==> config.mk <==
export PLATFORM = sky130hd
export DESIGN_NAME = gsa_ram
export DESIGN_NICKNAME = d
export VERILOG_FILES = /design/src/sv/gsa_ram.sv
export SDC_FILE = /design/constraint.sdc
export NUM_CORES = 1
export LEC_CHECK = 0
export BUFFER_PORTS_ARGS = -buffer_cell sky130_fd_sc_hd__buf_2
export CAP_MARGIN = 0
export CORE_MARGIN = 5
export CORE_UTILIZATION = 60
export CTS_CLUSTER_DIAMETER = 80
export DETAILED_ROUTE_END_ITERATION = 8
export PLACE_DENSITY = 0.75
export REMOVE_ABC_BUFFERS = 1
export SLEW_MARGIN = 20
export SYNTH_ARGS = -nofsm -noshare
export SYNTH_HDL_FRONTEND = slang
export SYNTH_SLANG_ARGS = --single-unit
==> constraint.sdc <==
create_clock -name clk_i -period 3.8 [get_ports clk_i]
set_input_delay 0.76 -clock clk_i [delete_from_list [all_inputs] [get_ports clk_i]]
set_output_delay 0.76 -clock clk_i [all_outputs]
set_load 0.01 [all_outputs]
==> src/sv/gsa_ram.sv <==
`timescale 1ns / 1ps
// ----------------------------------------------------------------------------
// Generic simple dual-port RAM
// One write port and one read port with registered read data.
// ----------------------------------------------------------------------------
module gsa_ram #(
  parameter int unsigned WIDTH = 8,
  parameter int unsigned DEPTH = 16
) (
  input  logic                     clk_i,
  input  logic                     we_i,
  input  logic [$clog2(DEPTH)-1:0] waddr_i,
  input  logic [WIDTH-1:0]         wdata_i,
  input  logic                     re_i,
  input  logic [$clog2(DEPTH)-1:0] raddr_i,
  output logic [WIDTH-1:0]         rdata_o
);

  logic [WIDTH-1:0] mem_q [DEPTH];
  logic [WIDTH-1:0] rdata_q;

  always_ff @(posedge clk_i) begin
    if (we_i) begin
      mem_q[waddr_i] <= wdata_i;
    end
    if (re_i) begin
      rdata_q <= mem_q[raddr_i];
    end
  end

  assign rdata_o = rdata_q;

endmodule

After elaboration in Yosys (flattened, before gate mapping) --
Memories as Yosys holds them, arrays and structs flattened. A register that Yosys moved wholly into a read port is not among the register bits. Cells that the tools add are included.
Storage, ports and cells: bits in registers 0, word-level logic and storage cells 3, input port bits 19, bits in writable memories 128, output and inout port bits 8, memories 1
Cells by class: muxes and demuxes 2
Memories:
- mem_q | depth 16, bits a word 8, read ports 1, clocked after Yosys merged registers in 1, wr ports 1, line 19 | logic [WIDTH-1:0] mem_q [DEPTH];
Operators by type and width (count):
- $mux W1 | 2

Logic depth before layout (Yosys ltp) --
depth in word-level cells 2, mapped depth 5, gate-level depth less buffers 3

Worst setup path before layout --
No wires, ideal clock.
kind input to register, start input port waddr_i[2], end memory mem_q[0][0], enable pin, data arrival time 1870 ps, library setup time 383 ps, data required time 3417 ps, slack 1547 ps, stages on the path 2, buffers on the path 0, cell sequence or3b_2 nor3_1
RTL lines:
- start, declared | line 12 | input logic [$clog2(DEPTH)-1:0] waddr_i,
- end, declared | line 19
No word-level cell before the write port.

==> run metrics <==
gr ovfl total=0; port bufs=26; io pins=27; cts bufs inserted=17; LEAKAGE=between 2 and 2.5 nW; Final Hold Viols=0; max-slew violations=0; area share of the leading cell type in the synthesized netlist=78.1%; period utilization=60.4%; final net count=289; Gate Count Post-Synth=around 230; H-tree levels=4; worst vdd ir=0.397 mV; DRC Markers=0; Power Density=between 500 and 600 mW/mm^2; fillers=502; crit start category=input port; worst-margin pin slew=roughly 0.96 ns; unrepaired setup endpoints after global routing=false; antenna-violating nets left=0; routed vias=between 2000 and 2500; Max clock buf depth=2; Post-DP HPWL=5830 microns; Worst-Skew Late Latency=0.53 ns; global-route met1 utilization=roughly 28%; first-pass GRT wire length=15000 microns; minimum clock period=2.29 ns; Setup CP Type=in2reg; Final setup viols=0; Yosys reg bits=136; fraction of layout cells with a size suffix above 1=around 29%; Slew headroom=35.7%; die height=103 microns; DP Cell Count=roughly 360; WL/cell=25.2 microns; Ant. Diodes=0; clock skew after layout=between 0.015 and 0.02 ns; M2 GR Usage=32.7%; M3 GR Usage=between 5 and 6%; initial drt markers=between 200 and 250; Initial Util=60.8%; Max Freq=436 MHz; register area share after synthesis=78.1%; endpoint class of the critical path=flop; clock sinks=136; required time worst endpoint=4.07 ns; vias in the first global route=2569; router iterations before antenna repair=4; Max Cap Viol=0; Unique masters post-synth=18; cts repair resizes=0; Tot GR Track Use=21.0%; Core ar.=between 0.008 and 0.009 sq mm; routability-driven placement congestion ratio=0.772; Post-CTS Hold Fix Bufs=0; final cell count without fillers=391; initial antenna violation count=0; Clock transition at path regs=0.06 ns; post-CTS setup buffer count=0; Area contributors post-synth=edfxtp_1 78%, mux4_2 7.8%, mux4_1 7.0%, a22oi_1 2.3%, nor2_1 0.93%; Die Area=0.0107 sq mm; Vias/cell=approximately 6.2; Crit Path Max Fanout=17; die width=about 100 microns; Hold WS=0.599 ns; Syn Area/Cell=22.8 sq um; Mapped Area=0.00523 sq mm; Final Total Pwr=3.49 mW; Syn-to-layout area delta=15.8%; WP data arrival=2.56 ns; CTS root buf=clkbuf_8; Setup TNS=0 ns; status=finished clean; GR peak layer=met2; cell taking the most area after synthesis=edfxtp_1; worst hold path class=in2reg; largest net degree at the start of global routing=33; drt total wl=9840 microns; std cell rows=34; TritonCTS clock tree=yes; Syn. warnings=0
==> where the power goes <==
part | switching [mW] | internal (mW) | total (mW)
sequential | 0.00901 | 1.69 | 1.70
combinational | 0.0875 | 0.0602 | 0.148
clock | 0.581 | 1.06 | 1.64
==> sequential cells by signal (all words and copies together), names as in the netlist <==
register  count
mem_q       128
rdata_o       8
==> synthesized netlist by cell type (all sizes together) <==
cell and count:
edfxtp 136, mux4 32, a22oi 16, nor2 13, nand2 9, buf 7
nor3 4, clkdlybuf4s25 3, nand2b 2, nand3b 2, and2 1, and2b 1
nand3 1, nor2b 1, or3b 1
==> critical path, stage by stage <==
cell	delay [ns]
buf_2	0.34
buf_4	0.39
buf_4	0.21
mux4_1	0.57
a22oi_1	0.20
nand2_1	0.08
==> kinds of logic after synthesis <==
kind of cell	after synthesis	share of synthesized area [%]
compound gates	16	2.30
mux	32	14.8
simple gates	35	3.14
flops	136	78.1
buf+inv	10	1.65
==> cell usage in the layout, fill, tap and decap left out, types with 2 or more instances in the layout <==
cell / n
bufinv_16: 4
buf_2: 26
edfxtp_1: 136
mux4_2: 18
buf_4: 6
nor3_1: 4
clkbuf_1: 2
nand2_1: 9
a22oi_1: 16
nand3b_1: 2
clkbuf_16: 16
clkinv_2: 4
clkinvlp_4: 4
nand2b_1: 2
mux4_1: 14
nor2_1: 13
==> through the flow <==
stage	utilization (%)	instance area [sq um]	setup WS, ns
2_1_floorplan	-	5140	1.55
5_1_grt	70.4	6050	1.38
4_1_cts	70.4	6050	1.48
3_5_place_dp	63.4	5450	0.927
3_3_place_gp	63.4	5450	0.997
6_report	70.4	6050	1.51
==> routing by layer <==
metal | vias to the layer above | share of wire [%]
met4 | 0 | 1.3
met2 | 102 | 52
li1 | 1063 | -
met5 | - | 0
met3 | 8 | 7.3
met1 | 1267 | 40
==> worst paths after layout <==
check / start / to / slack, ns / cells after the start
setup / recovery: raddr_i[0] / rdata_o[2] / 1.51 / 6
hold reg to reg: mem_q[15][5] / rdata_o[5] / 0.77 / 3
hold / removal: re_i / rdata_o[1] / 0.60 / 1
setup reg to reg: mem_q[3][6] / rdata_o[6] / 2.18 / 3
==> final cells by class <==
class	instances	area, sq um	share of cell area [%]
Multi-Input combinational cell	83	1060	17.5
Timing Repair Buffer	32	175	2.89
Clock buffer	19	422	6.97
Clock inverter	13	179	2.96
Tap cell	108	135	2.23
Sequential cell	136	4080	67.5
(Power assumes the default switching activity.)
