File: src/sv/gsa_pkg.sv
`timescale 1ns / 1ps
// ----------------------------------------------------------------------------
// Generational slot allocator package
// Shared sizes, command and status codes, and memory request types.
// ----------------------------------------------------------------------------
package gsa_pkg;

  localparam int unsigned SLOTS    = 1024;
  localparam int unsigned IDX_W    = $clog2(SLOTS);
  localparam int unsigned CNT_W    = IDX_W + 1;
  localparam int unsigned GEN_W    = 16;
  localparam int unsigned CMD_W    = 2;
  localparam int unsigned STATUS_W = 2;

  localparam logic [CMD_W-1:0] CMD_ALLOC   = 2'd0;
  localparam logic [CMD_W-1:0] CMD_RELEASE = 2'd1;
  localparam logic [CMD_W-1:0] CMD_LOOKUP  = 2'd2;

  localparam logic [STATUS_W-1:0] STATUS_OK        = 2'd0;
  localparam logic [STATUS_W-1:0] STATUS_EXHAUSTED = 2'd1;
  localparam logic [STATUS_W-1:0] STATUS_STALE     = 2'd2;
  localparam logic [STATUS_W-1:0] STATUS_RANGE     = 2'd3;

  localparam logic [CNT_W-1:0] SLOTS_CNT = CNT_W'(SLOTS);

  typedef struct packed {
    logic [CNT_W-1:0] limit;
  } gsa_cfg_t;

  typedef struct packed {
    logic             we;
    logic [IDX_W-1:0] waddr;
    logic [GEN_W-1:0] wdata;
    logic             re;
    logic [IDX_W-1:0] raddr;
  } gsa_gen_req_t;

  typedef struct packed {
    logic             we;
    logic [IDX_W-1:0] waddr;
    logic [IDX_W-1:0] wdata;
    logic             re;
    logic [IDX_W-1:0] raddr;
  } gsa_q_req_t;

endpackage

File: src/sv/gsa_cfg.sv
`timescale 1ns / 1ps
// ----------------------------------------------------------------------------
// Generational slot allocator configuration port
// APB register holding the slot count and deriving the active slot limit.
// ----------------------------------------------------------------------------
module gsa_cfg (
  input  logic              clk_i,
  input  logic              rst_ni,
  input  logic              psel,
  input  logic              penable,
  input  logic              pwrite,
  input  logic [2:0]        paddr,
  input  logic [31:0]       pwdata,
  output logic [31:0]       prdata,
  output logic              pready,
  output gsa_pkg::gsa_cfg_t cfg_o
);
  import gsa_pkg::*;

  logic [CNT_W-1:0] slot_count_q;
  logic [CNT_W-1:0] slot_count_d;
  logic             reg_hit;

  assign pready  = 1'b1;
  assign reg_hit = (paddr[2] == 1'b0);

  always_comb begin
    slot_count_d = slot_count_q;
    if (psel && penable && pwrite && pready && reg_hit) begin
      slot_count_d = pwdata[CNT_W-1:0];
    end
  end

  always_ff @(posedge clk_i or negedge rst_ni) begin
    if (!rst_ni) begin
      slot_count_q <= SLOTS_CNT;
    end else begin
      slot_count_q <= slot_count_d;
    end
  end

  assign prdata      = reg_hit ? {{(32-CNT_W){1'b0}}, slot_count_q} : 32'd0;
  assign cfg_o.limit = (slot_count_q > SLOTS_CNT) ? SLOTS_CNT : slot_count_q;

endmodule

File: config.mk
export PLATFORM = sky130hd
export DESIGN_NAME = gsa_cfg
export DESIGN_NICKNAME = d
export VERILOG_FILES = /design/src/sv/gsa_pkg.sv /design/src/sv/gsa_cfg.sv
export SDC_FILE = /design/constraint.sdc
export NUM_CORES = 1
export LEC_CHECK = 0
export BUFFER_PORTS_ARGS = -buffer_cell sky130_fd_sc_hd__buf_2
export CAP_MARGIN = 10
export CORE_UTILIZATION = 31
export DETAILED_ROUTE_END_ITERATION = 8
export PLACE_DENSITY = 0.8
export SLEW_MARGIN = 0
export SYNTH_ARGS = -nofsm -noshare
export SYNTH_HDL_FRONTEND = slang
export SYNTH_SLANG_ARGS = --single-unit
File: constraint.sdc
create_clock -name clk_i -period 0.99 [get_ports clk_i]
set_input_delay 0 -clock clk_i [delete_from_list [all_inputs] [get_ports clk_i]]
set_output_delay 0 -clock clk_i [all_outputs]
set_load 0.01 [all_outputs]
* After elaboration in Yosys (flattened, before gate mapping)
Cells that the tools add are included.
Storage, ports and cells: flip-flop bits (word level) 11, input bits 40, logic and storage cells 8
Operators by class: order comparisons 1, muxes and demuxes 2, bitwise gates (word level) 1, reductions and logical operators 3
Operators with widths (number):
- $mux 11 | 2
- $gt 11x11->1 const B | 1
- $logic_and 1x1->1 | 3
- $not 1->1 | 1

* Longest topological paths before layout
depth in word-level cells 3, gate-level depth with buffers 3, mapped depth without buffers 2

* Least setup slack after synthesis
No wires, ideal clock.
kind register -> register, start point register, netlist name slot_count_q[10], end point register slot_count_q[10], arrival 968 ps, required time 930 ps, path slack -38 ps, stages on the path, launching flop included 3, period minus slack after synthesis 1028 ps, path through dfstp_2 clkbuf_1 mux2_2
RTL lines:
- end signal, assigned | line gsa_cfg.sv:38 | slot_count_q <= slot_count_d;
- end, declared | line gsa_cfg.sv:20 | logic [CNT_W-1:0] slot_count_q;

==> results.yml <==
finish:
  top_register: "slot_count_q"
  area_growth_pct: 46.0
  reg_top3: "slot_count_q: 11 flops"
  drive_gt1_share_pct: 51.5
  antenna_cells: 0
  layout.nets: 171
  largest_register_ffs: 11
  fill_cells: 219
global_route:
  grt_pass1_vias: 520
  grt_max_degree: 12
  grt_usage_pct: 12.0
  antenna_found_initial: 0
  grt_pass1_wl_um: 2320
  grt_overflow: 0
job:
  cap_violations: 0
timing:
  rsz0062_at_grt: "true"
  timing.final.hold_violations: 0
  holdWs_ns: 0.139
  finalCriticalPeriod_ns: 1.17
  slew_viol_final: 0
  skew_ns: 0
  setup_violations: 12
  setup_ws_ns: -0.182
  timing.fmax_mhz: 853
  period_share_pct: 118
floorplanning:
  die_w_um: 52.5
  dieArea_um2: 2750
  die_y_um: 52.5
  rows: 17
  initial_core_util_pct: 34.4
  core-area_um2: 2300
  pin_count: 84
routing:
  drtIter0Drc: 0
  drc: 0
  routedWlPerCell_um: 9.93
  dr_total_vias: 616
  drtPass1Iterations: 1
  routed_wl_um: 1570
  ant_nets: 0
  vias_per_cell: 3.90
power:
  p_leak_uw: 0.000662
  total_power_uw: 1720
  p_per_area_nw_per_um2: 1490
  ir_worst_vdd_v: 0.000761
placed_design:
  port_buffers: 38
  routabilityCongestion: 0.684
  place_ws_ns: 0.0302
  hpwl_um: 1090
logic_synthesis:
  synth_most_common_cell: "buf_4"
  ys_seq_area_share_pct: 35.0
  ys_top_cells_by_count: "buf_4 (22), nor2b_1 (20), dfrtp_1 (10), mux2_4 (10), clkbuf_1 (3)"
  netlist_instances: 72
  synth_top_area_share_pct: 31.7
  synth-edff-count: 0
  async_flop_share_pct: 100
  synthFlopType: "dfrtp_1"
  synth_cell_type_count: 11
  ys_ff_latch: 11
  postSynthAreaPerCell_um2: 11.0
  synth_area_leaders: "dfrtp_1 (32%), buf_4 (21%), mux2_4 (19%), nor2b_1 (16%), dfstp_2 (3.3%)"
  yosys.area.top_type: "dfrtp_1"
  netlist_area_um2: 790
  yosysWarningCount: 0
cts:
  clk_pin_slew_ns: 0.07
  cts_buffers: 3
  htree_levels: 1
  insertion_delay_ns: 0.26
  cts_root_buf: "clkbuf_4"
  cts_tree: "built"
  clock_path_buffers: 2
  clock-sinks: 11
hold_path:
  hp-class: "in2async"
run_status:
  run_status: "complete, but fails checks"
  violations: "negative setup slack"
worst_setup_path:
  arrival_ns: 1.17
  required_ns: 0.99
  endpoint_kind: "output pin"
  crit_type: "reg2out"
  cp-start-kind: "register"
  critPathMaxFanout: 6
cells by family after synthesis:
kind of cell	share of synthesized area, %
other	0.951
muxes	20.4
buffers and inverters	23.8
DFF	35.0
and+or+nand+nor	19.8
cells in the final DEF, fill, tap and decap left out:
master / count
dlygate4sd3_1: 12
buf_4: 8
buf_6: 1
mux2_2: 1
and2b_1: 1
buf_12: 1
buf_2: 38
dfstp_2: 1
nor2b_2: 2
nor2b_4: 1
mux2_4: 10
clkbuf_4: 3
conb_1: 22
nor2b_1: 17
clkbuf_1: 1
nand4b_4: 1
dfrtp_1: 10
worst max-delay path: stages (launching register included):
cell	delay, ns
dfstp_2	0.60
buf_4	0.13
nor2b_1	0.04
buf_2	0.14
worst paths after layout:
| path | start | endpoint | slack [ns] | depth (start not counted) |
|---|---|---|---|---|
| max in group asynchronous | rst_ni | slot_count_q[10] | 0.59 | 2 |
| worst max-delay path | slot_count_q[10] | cfg_o[7] | -0.18 | 3 |
| worst min-delay path | rst_ni | slot_count_q[0] | 0.14 | 2 |
| worst max register to register | slot_count_q[10] | slot_count_q[10] | 0.08 | 2 |
| worst min register to register | slot_count_q[9] | slot_count_q[9] | 0.53 | 1 |
| min in group clk_i | penable | slot_count_q[10] | 0.26 | 4 |
layout make-up:
type                            count  area, um2  area share [%]
Clock buffer                        4       26.3            2.28
Timing Repair Buffer               60        402            34.9
Multi-Input combinational cell     55        413            35.8
Sequential cell                    11        277            24.0
Tap cell                           28       35.0            3.04
routing by layer:
layer,vias to the layer above,wire (um),GRT usage (%)
met3,0,101,2.90
met5,-,0,0
met1,287,633,13.5
met4,0,0,5.26
li1,296,-,-
met2,33,833,21.1
power by group:
part	internal (uW)	leakage [uW]	switching (uW)
combinational	471	0.000517	311
sequential	557	0.000131	80.1
clock	156	0.0000150	144
total	1180	0.000662	535
stage by stage:
step | std cells | area [um2] | TNS, ns | utilization [%]
floorplan | 92 | 866 | 0 | -
global placement | 134 | 930 | 0 | 40.5
detailed placement | 134 | 930 | 0 | 40.5
CTS | 155 | 1120 | -2.10 | 48.6
global route | 158 | 1150 | -2.72 | 50.2
finish | 158 | 1150 | -1.92 | 50.2
timing repair:
item / in CTS / in global routing
endpoints found under the hold margin: 22 / 0
gates resized for setup: 1 / 4
endpoints found under the setup margin: 12 / 15
buffers inserted: 5 / 3
hold buffers: 12 / 0
No activity file was read; power rests on OpenSTA's default activity.
