[config.mk]
export PLATFORM = sky130hd
export DESIGN_NAME = gsa_ctrl
export DESIGN_NICKNAME = d
export VERILOG_FILES = /design/src/sv/gsa_pkg.sv /design/src/sv/gsa_ctrl.sv
export SDC_FILE = /design/constraint.sdc
export NUM_CORES = 1
export LEC_CHECK = 0
export BUFFER_PORTS_ARGS = -buffer_cell sky130_fd_sc_hd__buf_4
export CAP_MARGIN = 20
export CELL_PAD_IN_SITES_DETAIL_PLACEMENT = 2
export CELL_PAD_IN_SITES_GLOBAL_PLACEMENT = 2
export CORE_ASPECT_RATIO = 1.5
export CORE_MARGIN = 4
export CORE_UTILIZATION = 33
export CTS_CLUSTER_DIAMETER = 80
export DETAILED_ROUTE_END_ITERATION = 8
export HOLD_SLACK_MARGIN = 0.08
export PLACE_DENSITY = 0.8
export SYNTH_ARGS = -nofsm -noshare
export SYNTH_HDL_FRONTEND = slang
export SYNTH_SLANG_ARGS = --single-unit
[constraint.sdc]
create_clock -name clk_i -period 4.19 [get_ports clk_i]
set_input_delay 0.6285 -clock clk_i [delete_from_list [all_inputs] [get_ports clk_i]]
set_output_delay 0.6285 -clock clk_i [all_outputs]
set_load 0.05 [all_outputs]
[src/sv/gsa_pkg.sv]
`timescale 1ns / 1ps
// ----------------------------------------------------------------------------
// Generational slot allocator package
// Shared sizes, command and status codes, and memory request types.
// ----------------------------------------------------------------------------
package gsa_pkg;

  localparam int unsigned SLOTS    = 1024;
  localparam int unsigned IDX_W    = $clog2(SLOTS);
  localparam int unsigned CNT_W    = IDX_W + 1;
  localparam int unsigned GEN_W    = 16;
  localparam int unsigned CMD_W    = 2;
  localparam int unsigned STATUS_W = 2;

  localparam logic [CMD_W-1:0] CMD_ALLOC   = 2'd0;
  localparam logic [CMD_W-1:0] CMD_RELEASE = 2'd1;
  localparam logic [CMD_W-1:0] CMD_LOOKUP  = 2'd2;

  localparam logic [STATUS_W-1:0] STATUS_OK        = 2'd0;
  localparam logic [STATUS_W-1:0] STATUS_EXHAUSTED = 2'd1;
  localparam logic [STATUS_W-1:0] STATUS_STALE     = 2'd2;
  localparam logic [STATUS_W-1:0] STATUS_RANGE     = 2'd3;

  localparam logic [CNT_W-1:0] SLOTS_CNT = CNT_W'(SLOTS);

  typedef struct packed {
    logic [CNT_W-1:0] limit;
  } gsa_cfg_t;

  typedef struct packed {
    logic             we;
    logic [IDX_W-1:0] waddr;
    logic [GEN_W-1:0] wdata;
    logic             re;
    logic [IDX_W-1:0] raddr;
  } gsa_gen_req_t;

  typedef struct packed {
    logic             we;
    logic [IDX_W-1:0] waddr;
    logic [IDX_W-1:0] wdata;
    logic             re;
    logic [IDX_W-1:0] raddr;
  } gsa_q_req_t;

endpackage

[src/sv/gsa_ctrl.sv]
`timescale 1ns / 1ps
// ----------------------------------------------------------------------------
// Generational slot allocator controller
// Sequencer that clears the generation memory, reads, modifies and writes
// back the generation and free-queue memories, and holds the result.
// ----------------------------------------------------------------------------
module gsa_ctrl (
  input  logic                           clk_i,
  input  logic                           rst_ni,
  input  gsa_pkg::gsa_cfg_t              cfg_i,
  input  logic                           s_tvalid_i,
  output logic                           s_tready_o,
  input  logic [gsa_pkg::CMD_W-1:0]      s_cmd_i,
  input  logic [gsa_pkg::IDX_W-1:0]      s_idx_i,
  input  logic [gsa_pkg::GEN_W-1:0]      s_gen_i,
  output logic                           m_tvalid_o,
  input  logic                           m_tready_i,
  output logic [gsa_pkg::STATUS_W-1:0]   m_status_o,
  output logic [gsa_pkg::IDX_W-1:0]      m_idx_o,
  output logic [gsa_pkg::GEN_W-1:0]      m_gen_o,
  output gsa_pkg::gsa_gen_req_t          gen_req_o,
  input  logic [gsa_pkg::GEN_W-1:0]      gen_rdata_i,
  output gsa_pkg::gsa_q_req_t            q_req_o,
  input  logic [gsa_pkg::IDX_W-1:0]      q_rdata_i
);
  import gsa_pkg::*;

  localparam logic [1:0] ST_CLEAR = 2'd0;
  localparam logic [1:0] ST_IDLE  = 2'd1;
  localparam logic [1:0] ST_QREAD = 2'd2;
  localparam logic [1:0] ST_EXEC  = 2'd3;

  logic [1:0]          state_q, state_d;
  logic [IDX_W-1:0]    clr_q, clr_d;
  logic [CNT_W-1:0]    fresh_q, fresh_d;
  logic [IDX_W-1:0]    head_q, head_d;
  logic [IDX_W-1:0]    tail_q, tail_d;
  logic [CNT_W-1:0]    count_q, count_d;
  logic [CMD_W-1:0]    cmd_q;
  logic [IDX_W-1:0]    idx_q;
  logic [GEN_W-1:0]    hgen_q;
  logic                m_valid_q, m_valid_d;
  logic [STATUS_W-1:0] m_status_q;
  logic [IDX_W-1:0]    m_idx_q;
  logic [GEN_W-1:0]    m_gen_q;

  logic                accept;
  logic                commit;
  logic                fresh_ok;
  logic                q_nonempty;
  logic                idx_ok;
  logic [STATUS_W-1:0] res_status;
  logic [IDX_W-1:0]    res_idx;
  logic [GEN_W-1:0]    res_gen;
  logic                do_fresh, do_pop, do_write, do_push;
  logic [GEN_W-1:0]    gen_inc;

  assign s_tready_o = (state_q == ST_IDLE);
  assign accept     = s_tvalid_i && s_tready_o;
  assign commit     = (state_q == ST_EXEC) && (!m_valid_q || m_tready_i);
  assign fresh_ok   = fresh_q < cfg_i.limit;
  assign q_nonempty = (count_q != '0);
  assign idx_ok     = {1'b0, idx_q} < cfg_i.limit;
  assign gen_inc    = gen_rdata_i + GEN_W'(1);

  always_comb begin
    res_status = STATUS_OK;
    res_idx    = '0;
    res_gen    = '0;
    do_fresh   = 1'b0;
    do_pop     = 1'b0;
    do_write   = 1'b0;
    do_push    = 1'b0;
    case (cmd_q)
      CMD_ALLOC: begin
        if (fresh_ok) begin
          res_idx  = fresh_q[IDX_W-1:0];
          res_gen  = gen_rdata_i;
          do_fresh = 1'b1;
        end else if (q_nonempty) begin
          res_idx = q_rdata_i;
          res_gen = gen_rdata_i;
          do_pop  = 1'b1;
        end else begin
          res_status = STATUS_EXHAUSTED;
        end
      end
      CMD_RELEASE, CMD_LOOKUP: begin
        if (!idx_ok) begin
          res_status = STATUS_RANGE;
        end else if (gen_rdata_i != hgen_q) begin
          res_status = STATUS_STALE;
          res_idx    = idx_q;
          res_gen    = gen_rdata_i;
        end else if (cmd_q == CMD_RELEASE) begin
          res_idx  = idx_q;
          res_gen  = gen_inc;
          do_write = 1'b1;
          do_push  = (count_q < SLOTS_CNT);
        end else begin
          res_idx = idx_q;
          res_gen = gen_rdata_i;
        end
      end
      default: begin
        res_status = STATUS_OK;
      end
    endcase
  end

  always_comb begin
    state_d   = state_q;
    clr_d     = clr_q;
    fresh_d   = fresh_q;
    head_d    = head_q;
    tail_d    = tail_q;
    count_d   = count_q;
    m_valid_d = m_valid_q && !m_tready_i;

    gen_req_o = '0;
    q_req_o   = '0;

    case (state_q)
      ST_CLEAR: begin
        gen_req_o.we    = 1'b1;
        gen_req_o.waddr = clr_q;
        clr_d           = clr_q + IDX_W'(1);
        if (clr_q == IDX_W'(SLOTS - 1)) begin
          state_d = ST_IDLE;
        end
      end
      ST_IDLE: begin
        if (accept) begin
          gen_req_o.re    = 1'b1;
          q_req_o.re      = 1'b1;
          q_req_o.raddr   = head_q;
          if (s_cmd_i == CMD_ALLOC && fresh_ok) begin
            gen_req_o.raddr = fresh_q[IDX_W-1:0];
          end else begin
            gen_req_o.raddr = s_idx_i;
          end
          if (s_cmd_i == CMD_ALLOC && !fresh_ok && q_nonempty) begin
            state_d = ST_QREAD;
          end else begin
            state_d = ST_EXEC;
          end
        end
      end
      ST_QREAD: begin
        gen_req_o.re    = 1'b1;
        gen_req_o.raddr = q_rdata_i;
        state_d         = ST_EXEC;
      end
      ST_EXEC: begin
        if (commit) begin
          m_valid_d = 1'b1;
          state_d   = ST_IDLE;
          if (do_fresh) begin
            fresh_d = fresh_q + CNT_W'(1);
          end
          if (do_pop) begin
            head_d  = head_q + IDX_W'(1);
            count_d = count_q - CNT_W'(1);
          end
          if (do_write) begin
            gen_req_o.we    = 1'b1;
            gen_req_o.waddr = idx_q;
            gen_req_o.wdata = gen_inc;
          end
          if (do_push) begin
            q_req_o.we    = 1'b1;
            q_req_o.waddr = tail_q;
            q_req_o.wdata = idx_q;
            tail_d        = tail_q + IDX_W'(1);
            count_d       = count_q + CNT_W'(1);
          end
        end
      end
      default: begin
        state_d = ST_CLEAR;
      end
    endcase
  end

  always_ff @(posedge clk_i or negedge rst_ni) begin
    if (!rst_ni) begin
      state_q   <= ST_CLEAR;
      clr_q     <= '0;
      fresh_q   <= '0;
      head_q    <= '0;
      tail_q    <= '0;
      count_q   <= '0;
      m_valid_q <= 1'b0;
    end else begin
      state_q   <= state_d;
      clr_q     <= clr_d;
      fresh_q   <= fresh_d;
      head_q    <= head_d;
      tail_q    <= tail_d;
      count_q   <= count_d;
      m_valid_q <= m_valid_d;
    end
  end

  always_ff @(posedge clk_i) begin
    if (accept) begin
      cmd_q  <= s_cmd_i;
      idx_q  <= s_idx_i;
      hgen_q <= s_gen_i;
    end
    if (commit) begin
      m_status_q <= res_status;
      m_idx_q    <= res_idx;
      m_gen_q    <= res_gen;
    end
  end

  assign m_tvalid_o = m_valid_q;
  assign m_status_o = m_status_q;
  assign m_idx_o    = m_idx_q;
  assign m_gen_o    = m_gen_q;

endmodule

== After elaboration in Yosys (flattened, before gate mapping) ==
Cells that the tools add are included.
Word-level totals
  flip-flop bits (word level): 111
  input bits: 69
Operators by class
  add/subtract/negate cells: 7
  mux-type cells: 49
  reductions and logical operators: 21
  equal/unequal tests: 10
  $lt $le $gt $ge: 3
Operator list (number)
  two-way mux 16 bit: 6
  two-way mux 21 bit: 3
  two-way mux 11 bit: 5
  two-way mux 27 bit: 2
  one-hot mux 11 bit (2 select lines): 2
  two-way mux 10 bit: 4
  one-hot mux 16 bit (2 select lines): 1
  adder 10 x 1 -> 10 bit (second input constant): 3
  adder 11 x 1 -> 11 bit (second input constant): 2
  one-hot mux 10 bit (2 select lines): 1
  two-way mux 1 bit: 18
  adder 16 x 1 -> 16 bit (second input constant): 1
  inequality test 16 bit: 1
  AND reduction 3 bit: 5
  < comparator 10 x 11 -> 1 bit: 1
  < comparator 11 bit: 1
  < comparator 11 bit (second input constant): 1
  nonzero test 11 bit: 1
  subtractor 11 x 1 -> 11 bit (second input constant): 1
  equality test 10 bit (second input constant): 1
  two-way mux 2 bit: 5
  one-hot mux 2 bit (4 select lines): 1
  equality test 2 bit (second input constant): 3
  logical AND 1 bit: 6
  other kinds (9): 15

== Logic depth before layout (Yosys ltp) ==
Gate-level depths: netlist of run 1.
  depth after elaboration: 8
  mapped depth: 18

== Least setup slack after synthesis of run 1 ==
Ideal clock, no wire load.
  path type: input-to-reg
  start: input port cfg_i[4] (netlist name)
  end: register count_q[10]
  buffers on the path: 2
  setup slack: 0.148 ns
  cell stages on the path: 18
  arrival: 3.973 ns
  setup time: 0.069 ns
  cell sequence: inv_1 > ha_1 > a21oi_1 > o21ai_0 > a21oi_1 > o221a_2 > and2_1 > buf_2 > buf_4 > nand2b_1 > ha_1 > a21oi_1 > a21boi_0 > o21a_1 > o31ai_1 > o21ai_0 > or4_1 > nand3_1
On the way
  cells in the longest elaborated chain, start to end: 5
  elaborated cells between the ends (all ways): 9
  those cells by class: order compare: 2; mux: 5; reduce/logical: 2
RTL lines
  start, declared: line gsa_ctrl.sv:10  | input gsa_pkg::gsa_cfg_t cfg_i,
  < comparator 11 bit / < comparator 10 x 11 -> 1 bit (equally long branches): line gsa_ctrl.sv:61, gsa_ctrl.sv:63
  two-way mux 1 bit (on tied branches): line gsa_ctrl.sv:76, gsa_ctrl.sv:89
  two-way mux 1 bit: line gsa_ctrl.sv:74  | case (cmd_q)
  nonzero test 2 bit (no source line)
  AND reduction 3 bit (no source line)
  end signal, assigned: line gsa_ctrl.sv:200  | count_q <= count_d;
  end, declared: line gsa_ctrl.sv:38  | logic [CNT_W-1:0] count_q, count_d;
Parallel ways exist; a longest one is shown, timed or not.
A chain may end at the register's enable or synchronous reset.

== Final worst setup path of run 1 ==
  start: register idx_q[4]
  end: register count_q[10]
On the way
  cells in the longest elaborated chain, start to end: 5
  elaborated cells between the ends (all ways): 6
  those cells by class: order compare: 1; mux: 3; reduce/logical: 2
RTL lines
  start, declared: line gsa_ctrl.sv:40  | logic [IDX_W-1:0] idx_q;
  start signal, assigned: line gsa_ctrl.sv:208  | idx_q <= s_idx_i;
  < comparator 10 x 11 -> 1 bit (*): line gsa_ctrl.sv:63  | assign idx_ok = {1'b0, idx_q} < cfg_i.limit;
  two-way mux 1 bit (*): line gsa_ctrl.sv:89  | if (!idx_ok) begin
  two-way mux 1 bit (*): line gsa_ctrl.sv:74
  nonzero test 2 bit (no source line)
  AND reduction 3 bit (no source line)
Mark *: on every way between the ends. The rest lies on a longest branch, timed or not.

==> results of run 1 <==
[power by group through the flow]
stage | clock network [mW] | registers (mW) | logic, mW
2_1_floorplan | 0 | 1.90 | 0.767
3_3_place_gp | 0 | 1.60 | 1.62
3_5_place_dp | 0 | 1.62 | 1.70
4_1_cts | 0.939 | 1.59 | 1.71
5_1_grt | 0.986 | 1.61 | 1.82
6_report | 0.920 | 1.59 | 1.71
[placed cells by master (no fill, tap or decap), drive strengths merged, types with 10 or more instances in the layout]
cell | synthesis | final
a211oi | 14 | 14
a21oi | 49 | 49
a22oi | 10 | 10
and2 | 29 | 29
and3 | 31 | 31
buf | 20 | 183
clkbuf | 17 | 10
dfrtp | 55 | 55
edfxtp | 56 | 56
ha | 41 | 41
inv | 21 | 23
mux2 | 11 | 11
mux2i | 12 | 12
nand2 | 65 | 65
nand3 | 21 | 21
nand4 | 16 | 16
nor2 | 50 | 50
nor3 | 11 | 11
o21ai | 29 | 29
xnor2 | 59 | 59
xor2 | 14 | 14
[area by class of cell]
class	instances	area (um^2)
fillers	2171	11700
flip-flops and latches	111	3060
clock inverters	6	80.1
repair buffers	183	1390
clock buffers	10	229
inverters	21	78.8
well taps	264	330
multi-input cells	514	3540
[timing repair]
| item | in CTS | in global routing |
|---|---|---|
| gates resized for setup | 0 | 3 |
| endpoints found under the setup margin | 0 | 6 |
| setup buffers | 0 | 3 |
[registers in the layout, summed over array words and instances (netlist names)]
register / count
head_q: 10
count_q: 11
m_tvalid_o: 1
m_idx_o: 10
m_status_o: 2
hgen_q: 16
tail_q: 10
state_q: 2
m_gen_o: 16
cmd_q: 2
fresh_q: 11
idx_q: 10
clr_q: 10
[stage by stage]
stage                     power, mW  util [%]  hold slack (ps)  cell area [um^2]  worst slack [ps]
final                          4.22      42.6              304              8710               340
after global routing           4.42      42.6              358              8710              67.2
after CTS                      4.24      42.5              340              8670               167
after detailed placement       3.32      41.0              475              8370              18.1
after global placement         3.22      41.0              456              8370               194
after floorplan                2.66         -              333              6880               148
[cells in the mapped netlist (3+ instances only)]
master,number,area (um^2)
mux2_4,7,105
ha_1,41,513
xnor2_2,3,48.8
nor4_1,4,25.0
and2_1,29,181
buf_4,5,37.5
nand2b_1,4,25.0
nor2b_1,4,25.0
nand2_1,64,240
buf_6,4,45.0
a21oi_1,49,245
nor3_1,10,50.1
nor2_1,50,188
and3_1,31,194
a21o_1,5,37.5
o21a_1,4,30.0
a211oi_1,14,105
clkbuf_1,17,63.8
a22oi_1,10,75.1
xnor2_1,56,490
mux2i_1,12,120
edfxtp_1,56,1680
o31ai_1,4,30.0
xor2_1,14,123
inv_1,21,78.8
mux2_2,4,45.0
dfrtp_1,55,1380
nand3_1,20,100
nand4_1,16,100
buf_2,9,45.0
o21ai_0,27,135
a41oi_1,3,26.3
[logic make-up after synthesis]
family / count (synthesis)
multiplexers: 23
AO/OA/AOI/OAI: 129
flip-flops: 111
buffers and inverters: 58
XOR/XNOR: 73
adder cells (fa/ha/maj): 42
AND/OR/NAND/NOR: 247
[worst min-delay path by stage]
stage               slack [ps]           to
finish                     300    tail_q[5]
global route               360    tail_q[5]
CTS                        340    tail_q[5]
detailed placement         480  fresh_q[10]
global placement           460    head_q[9]
floorplan                  330     clr_q[0]
[worst register-to-register path, cell delays in order, from the launching register on]
cell,delay [ps]
edfxtp_1,490
ha_1,340
a21oi_1,140
o21ai_0,90
a21oi_1,190
o221a_2,260
and2_1,170
nand2b_2,140
ha_1,370
a21oi_1,220
a21boi_0,170
o21a_1,230
o31ai_2,250
o21ai_0,180
or4_1,430
nand3_1,100
[layer usage]
metal / vias up / part of all wire [%]
li1: 2740 / -
met1: 3109 / 38
met2: 180 / 56
met3: 52 / 3.5
met4: 0 / 2.5
met5: - / 0
==> flow_summary.ini, run 1 <==
[worst_setup_path]
critical_path.cell_chain = ha_1, a21oi_1, o21ai_0, a21oi_1, o221a_2, and2_1, nand2b_2, ha_1, a21oi_1, a21boi_0, o21a_1, o31ai_2, o21ai_0, or4_1, nand3_1
crit_path_max_incr_delay_ps = 490
critPathLaunch = idx_q[4]
endpoint = count_q[10]
crit_path_start_kind = register
path_delay_family = compound AO/OA/AOI/OAI gates
crit_arrival_ps = 4140
crit_fanout = 6
rr_worst_depth = 15
rr_startpoint = idx_q[4]
r2r-end = count_q[10]
critPathRequiredTime_ps = 4480
cp.depth = 15
critPathBufInv = 0
crit_type = register to register
critPathMostFrequentCell = a21oi_1
reg2reg_slack_ps = 340
slowest_stage = edfxtp_1
cp-end-kind = register

[timing]
grt_setup_unrepaired = no
slew_viol_final = 0
setup_viol = 0
slew-limit-headroom_pct = 29.6
finClkSkew_ps = 14.1
fmax_ghz = 0.260
period_minus_slack_ps = 3850
worst_pin_slew_ps = 1050
fin_tns_setup_ps = 0
layout_worst_path_cycle_share_pct = 91.9
finalHoldViolCount = 0

[power_and_ir_drop]
p_seq_share_pct = 37.6
p_switching_mw = 1.82
p_clk_share_pct = 21.8
p_int_mw = 2.40
swShare_pct = 43.1
p_per_area_mw_per_mm2 = 485
vdd_drop_max_v = 0.000191
leakage_nw = 3.88
combinationalPowerShare_pct = 40.6

[final_layout]
fin_cells = 1109
drive_above_1_share_pct = 26.9
num_antenna_cells = 0
syn_to_final_growth_pct = 26.6
nNetsFinal = 951

[cts]
numCtsBuffers = 9
clk_pin_slew_ps = 90
ctsHoldBuffers = 0
worstSkewPairLatency_ps = 370
cts_buffer_depth = 2
htreeDepth = 3
cts_tree = yes
cts-root-buf = clkbuf_16
cts_sinks = 111

[grt]
grt_max_degree = 56
grt_pass1_vias = 6831
antenna_found_initial = 0
grt_use_met1_pct = 24.0
grtUsageMet3_pct = 3.17
track_usage_pct = 21.8
grt_pass1_wl_mm = 39.7
overflow = 0
grt-busiest-layer = met2
grt_use_met2_pct = 42.8

[die]
die_h_um = 185
dieArea_mm2 = 0.0233
core-area_mm2 = 0.0204
row_count = 64
start_util_pct = 33.7
boundaryPins = 169
die_w_um = 126

[logic_synthesis]
ys_types = 56
synth-xor-area-share_pct = 9.63
synth_compound_area_share_pct = 11.6
synth.area.mux_share_pct = 3.93
ys_seq_area_share_pct = 44.5
ys_warn_count = 0
synthArstFlopShare_pct = 49.5
ys.flop_type = edfxtp_1
synth_area_mm2 = 0.00688
synthCells = 683
yosys_register_bits = 111
syn_avg_cell_area_um2 = 10.1
synth_edf_count = 56
synth_nets = 794
synth_top_family_by_area = simple AND/OR/NAND/NOR gates
synth_fa_ha_area_share_pct = 7.75
synth-simple-area-share_pct = 18.4

[placement]
hpwl_mm = 19.7
port_buffers = 168
place_congestion = 0.848
dp_cells = 1090

[status]
status = finished clean

[route]
drt_iter0_drc = 341
wirelength_mm = 25.7
post-route-drc-count = 0
vias_per_cell = 5.48
wl_per_cell_um = 23.2
antenna_left = 0
via_count = 6081
dr.pass1.iters = 4

[hold_path]
hold_class = primary input to async pin

[flow_run]
maxCapViolCount = 0
Note: power is estimated with default switching activity, not from simulation.
==> inputs of run 2 (changes only) <==
--- a/config.mk
+++ b/config.mk
@@ -15,7 +15,8 @@
 export CTS_CLUSTER_DIAMETER = 80
 export DETAILED_ROUTE_END_ITERATION = 8
 export HOLD_SLACK_MARGIN = 0.08
-export PLACE_DENSITY = 0.8
+export PLACE_DENSITY = 0.76
+export SETUP_SLACK_MARGIN = 0.4
 export SYNTH_ARGS = -nofsm -noshare
 export SYNTH_HDL_FRONTEND = slang
 export SYNTH_SLANG_ARGS = --single-unit
==> run 2 against run 1 <==
Critical path depth shrank 4. Flip-flop and latch count stayed put. Register-to-register slack better by 270 ps. Routed wire length is 2.5% lower. Highest routed layer unchanged. Clock skew is 1.7 ps lower. Clock power shrank 8.6%.
==> flow_summary.ini, run 2 (synthesis results as in run 1) <==
[status]
status = finished clean

[die]
dieArea_mm2 = 0.0233
die_w_um = 126
boundaryPins = 169
core-area_mm2 = 0.0204
start_util_pct = 33.7
row_count = 64
die_h_um = 185

[cts]
numCtsBuffers = 9
cts_sinks = 111
cts_buffer_depth = 2
ctsHoldBuffers = 0
cts_tree = yes
worstSkewPairLatency_ps = 360
clk_pin_slew_ps = 80
htreeDepth = 3
cts-root-buf = clkbuf_16

[grt]
grt_max_degree = 56
overflow = 0
track_usage_pct = 21.2
grt_pass1_wl_mm = 38.4
antenna_found_initial = 0
grt_pass1_vias = 6649

[final_layout]
seq_area_mm2 = 0.00306
syn_to_final_growth_pct = 27.7
multi_input_area_mm2 = 0.00360
final_common_cell = buf_4
nNetsFinal = 958
n_fill_cell = 2207
final_cell_mix = buf_4 (189), nand2_1 (63), edfxtp_1 (56), xnor2_1 (55), dfrtp_1 (55)
drive_above_1_share_pct = 28.3

[power_and_ir_drop]
p_per_area_mw_per_mm2 = 472
power_mw = 4.15
leakage_nw = 3.93
vdd_drop_max_v = 0.000170

[timing]
slew-limit-headroom_pct = 37.6
setup_viol = 0
layout_worst_path_cycle_share_pct = 86.7
finalHoldViolCount = 0
fmax_ghz = 0.275
period_minus_slack_ps = 3630
grt_setup_unrepaired = no
fin_ws_ps = 558
finClkSkew_ps = 12.4
worst_pin_slew_ps = 928
slew_viol_final = 0

[route]
antenna_left = 0
via_count = 5991
vias_per_cell = 5.36
post-route-drc-count = 0
dr.pass1.iters = 5
wl_per_cell_um = 22.4
drt_iter0_drc = 314
wirelength_mm = 25.1

[worst_setup_path]
crit_path_start_kind = primary input
r2r-end = count_q[10]
crit_type = primary input to output port
cp-end-kind = output port
crit_arrival_ps = 3000
crit_fanout = 7
rr_worst_depth = 14
reg2reg_slack_ps = 610
critical_path.cell_chain = buf_4, buf_4, ha_1, and3_1, and4_1, and3_1, and3_1, nand3_1, xor2_1, nor2_1, buf_4
path_delay_family = simple AND/OR/NAND/NOR gates
critPathRequiredTime_ps = 3560
crit_path_max_incr_delay_ps = 340
rr_startpoint = hgen_q[6]
critPathBufInv = 3
slowest_stage = and4_1

[placement]
pre_cts_ws_ps = -54.2
port_buffers = 168
place_congestion = 0.867
hpwl_mm = 18.9

[flow_run]
maxCapViolCount = 0

[hold_path]
hold_class = primary input to async pin
run 2: cell types whose count changed in the layout (fill, tap and decap cells not counted), sizes merged:
cell / change
diode: +1
clkinv: +1
buf: +7
bufinv: -1
run 2: power by group:
part	internal, mW	total (mW)	leakage (nW)	switching, mW
clock	0.410	0.841	0.132	0.431
combinational	0.517	1.73	2.53	1.21
sequential	1.42	1.58	1.27	0.163
total	2.34	4.15	3.93	1.80
run 2: how the worst max path moves through the flow:
| stage | depth (start not counted) | from | endpoint |
|---|---|---|---|
| 6_report | 11 | gen_rdata_i[0] | gen_req_o[25] |
| 5_1_grt | 15 | idx_q[4] | count_q[10] |
| 4_1_cts | 15 | idx_q[2] | count_q[10] |
| 3_5_place_dp | 17 | cfg_i[2] | count_q[10] |
| 3_3_place_gp | 15 | gen_rdata_i[7] | count_q[10] |
| 2_1_floorplan | 11 | cfg_i[8] | gen_req_o[2] |
run 2: layer usage:
metal,part of all wire (%),wire length (um),global-route usage [%],up-vias
met4,1.8,460,5.67,0
met3,3.7,931,3.00,29
li1,-,-,-,2759
met2,55,13900,40.8,143
met5,0,0,0,-
met1,39,9830,24.3,3060
run 2: cell type report:
class	count	share of cell area (%)
repair buffers	190	16.4
multi-input cells	514	41.0
clock buffers	10	2.61
diodes	1	0.0285
well taps	264	3.76
clock inverters	6	0.513
flip-flops and latches	111	34.8
inverters	21	0.897
run 2: repair_timing:
action	CTS	global route
hold endpoints to repair	0	0
setup endpoints to repair	29	22
gates resized for setup	6	9
pin swaps	1	2
buffers inserted	5	7
run 2: worst register-to-register path: cells and delay by family (launching register included):
| kind | cells | cell delay [ps] |
|---|---|---|
| simple gates | 8 | 1580 |
| fa+ha+maj | 1 | 440 |
| flops | 1 | 440 |
| xor+xnor | 1 | 270 |
| compound gates | 4 | 760 |
run 2: stage by stage:
| step | instance area [um^2] | TNS (ps) | hold slack (ps) | util, % | cells |
|---|---|---|---|---|---|
| 2_1_floorplan | 6880 | 0 | 333 | - | 683 |
| 3_3_place_gp | 8360 | 0 | 459 | 40.9 | 1088 |
| 3_5_place_dp | 8360 | -54.2 | 479 | 40.9 | 1088 |
| 4_1_cts | 8690 | 0 | 336 | 42.6 | 1109 |
| 5_1_grt | 8780 | 0 | 353 | 43.0 | 1116 |
| 6_report | 8780 | 0 | 311 | 43.0 | 1117 |
==> inputs of run 3 (changes only) <==
--- a/config.mk
+++ b/config.mk
@@ -12,6 +12,7 @@
 export CORE_ASPECT_RATIO = 1.5
 export CORE_MARGIN = 4
 export CORE_UTILIZATION = 33
+export CTS_BUF_LIST = sky130_fd_sc_hd__clkbuf_8 sky130_fd_sc_hd__clkbuf_16
 export CTS_CLUSTER_DIAMETER = 80
 export DETAILED_ROUTE_END_ITERATION = 8
 export HOLD_SLACK_MARGIN = 0.08
==> run 3 against run 2 <==
Count of clock-buffer cells in the layout fell by 1. First-iteration DRC count unchanged. Die area is the same. Combinational power hardly changed. Setup slack did not move. Routed wire length hardly changed. Cell count unchanged. Design area stayed put. Register-to-register slack about the same. Largest cell class unchanged.
==> flow_summary.ini, run 3 (synthesis results as in run 1) <==
[worst_setup_path]
cp-end-kind = output port
crit_path_max_incr_delay_ps = 340
critPathRequiredTime_ps = 3560
crit_fanout = 7
crit_path_start_kind = primary input
critical_path.cell_chain = buf_4, buf_4, ha_1, and3_1, and4_1, and3_1, and3_1, nand3_1, xor2_1, nor2_1, buf_4
crit_type = primary input to output port
path_delay_family = simple AND/OR/NAND/NOR gates
crit_arrival_ps = 3000
slowest_stage = and4_1
critPathBufInv = 3

[cts]
clk_pin_slew_ps = 80
htreeDepth = 3
cts-root-buf = clkbuf_16
cts_sinks = 111
numCtsBuffers = 9
worstSkewPairLatency_ps = 360
ctsHoldBuffers = 0
cts_buffer_depth = 2
cts_tree = yes

[route]
via_count = 5994
wirelength_mm = 25.1
vias_per_cell = 5.37
wl_per_cell_um = 22.4
dr.pass1.iters = 5
post-route-drc-count = 0
antenna_left = 0
drt_iter0_drc = 314

[final_layout]
seq_area_mm2 = 0.00306
drive_above_1_share_pct = 28.3
syn_to_final_growth_pct = 27.7
final_common_cell = buf_4
multi_input_area_mm2 = 0.00360
n_fill_cell = 2207
nNetsFinal = 958
fin_util_pct = 43.0
final_cell_mix = buf_4 (189), nand2_1 (63), edfxtp_1 (56), xnor2_1 (55), dfrtp_1 (55)

[power_and_ir_drop]
combinationalPowerShare_pct = 41.6
swShare_pct = 43.5
vdd_drop_max_v = 0.000170
p_clk_share_pct = 20.2
p_switching_mw = 1.80
p_int_mw = 2.34
p_per_area_mw_per_mm2 = 472
p_seq_share_pct = 38.1
leakage_nw = 3.93

[die]
die_w_um = 126
row_count = 64
start_util_pct = 33.7
die_h_um = 185
boundaryPins = 169
dieArea_mm2 = 0.0233
core-area_mm2 = 0.0204

[timing]
setup_viol = 0
finClkSkew_ps = 12.6
slew-limit-headroom_pct = 37.6
period_minus_slack_ps = 3630
grt_setup_unrepaired = no
finalHoldViolCount = 0
slew_viol_final = 0
fmax_ghz = 0.275
worst_pin_slew_ps = 928
layout_worst_path_cycle_share_pct = 86.7
fin_tns_setup_ps = 0

[hold_path]
hold_class = primary input to async pin

[grt]
grt_pass1_wl_mm = 38.4
grt_max_degree = 56
antenna_found_initial = 0
overflow = 0
track_usage_pct = 21.2
grt_pass1_vias = 6649

[status]
status = finished clean

[placement]
hpwl_mm = 18.9
place_congestion = 0.867
port_buffers = 168

[flow_run]
maxCapViolCount = 0
run 3: cell types whose count changed in the layout (fill, tap and decap cells not counted), sizes merged:
cell / delta
inv: +1
clkbuf: -1
run 3: through the flow:
step	instance area (um^2)	hold slack (ps)	setup slack, ps	instances	power, mW
global route	8780	352	389	1116	4.35
detailed placement	8360	479	-54.2	1088	3.30
finish	8780	311	558	1117	4.15
floorplan	6880	333	201	683	2.67
global placement	8360	459	125	1088	3.23
CTS	8690	336	408	1109	4.17
run 3: path summary, 6_finish.rpt:
check,start,depth (start not counted),slack [ps],to
max,gen_rdata_i[0],11,560,gen_req_o[25]
min,rst_ni,1,310,tail_q[6]
max reg2reg,hgen_q[6],14,610,count_q[10]
min reg2reg,tail_q[9],1,480,tail_q[9]
max in group asynchronous,rst_ni,1,3370,state_q[1]
min in group clk_i,s_gen_i[7],1,440,hgen_q[7]
run 3: layout make-up:
type                       instances  area share [%]
inverter                          21           0.897
clock inverter                     7           0.556
multi-input combinational        514            41.0
clock buffer                       9            2.56
antenna                            1          0.0285
timing repair buffer             190            16.4
sequential                       111            34.8
tap                              264            3.76
run 3: repair_timing:
item	CTS	global route
gates resized for setup	6	9
buffers inserted	5	7
setup endpoints to repair	29	22
pin swaps	1	2
run 3: worst register-to-register path, cell delays in order (launching register included):
cell and delay, ps:
edfxtp_1 440, xnor2_2 270, nand4_1 210, nor4_4 260, and2_1 210, and2_4 170, nand2b_4 110, fa_1 440
nand3_1 120, a21boi_0 130, o21a_1 230, o31ai_4 260, o21ai_1 140, or4_1 410, nand3_1 90
run 3: layer usage:
layer  up-vias  wire length, um  track usage, %
met5         -                0               0
li1       2759                -               -
met4         0              460            5.67
met3        29              931            3.00
met2       143            13900            40.8
met1      3063             9830            24.3
run 3: power groups by stage:
stage | registers (mW) | logic, mW | clock network [mW]
5_1_grt | 1.61 | 1.84 | 0.908
2_1_floorplan | 1.90 | 0.770 | 0
3_3_place_gp | 1.60 | 1.62 | 0
3_5_place_dp | 1.62 | 1.68 | 0
6_report | 1.58 | 1.73 | 0.839
4_1_cts | 1.59 | 1.72 | 0.868
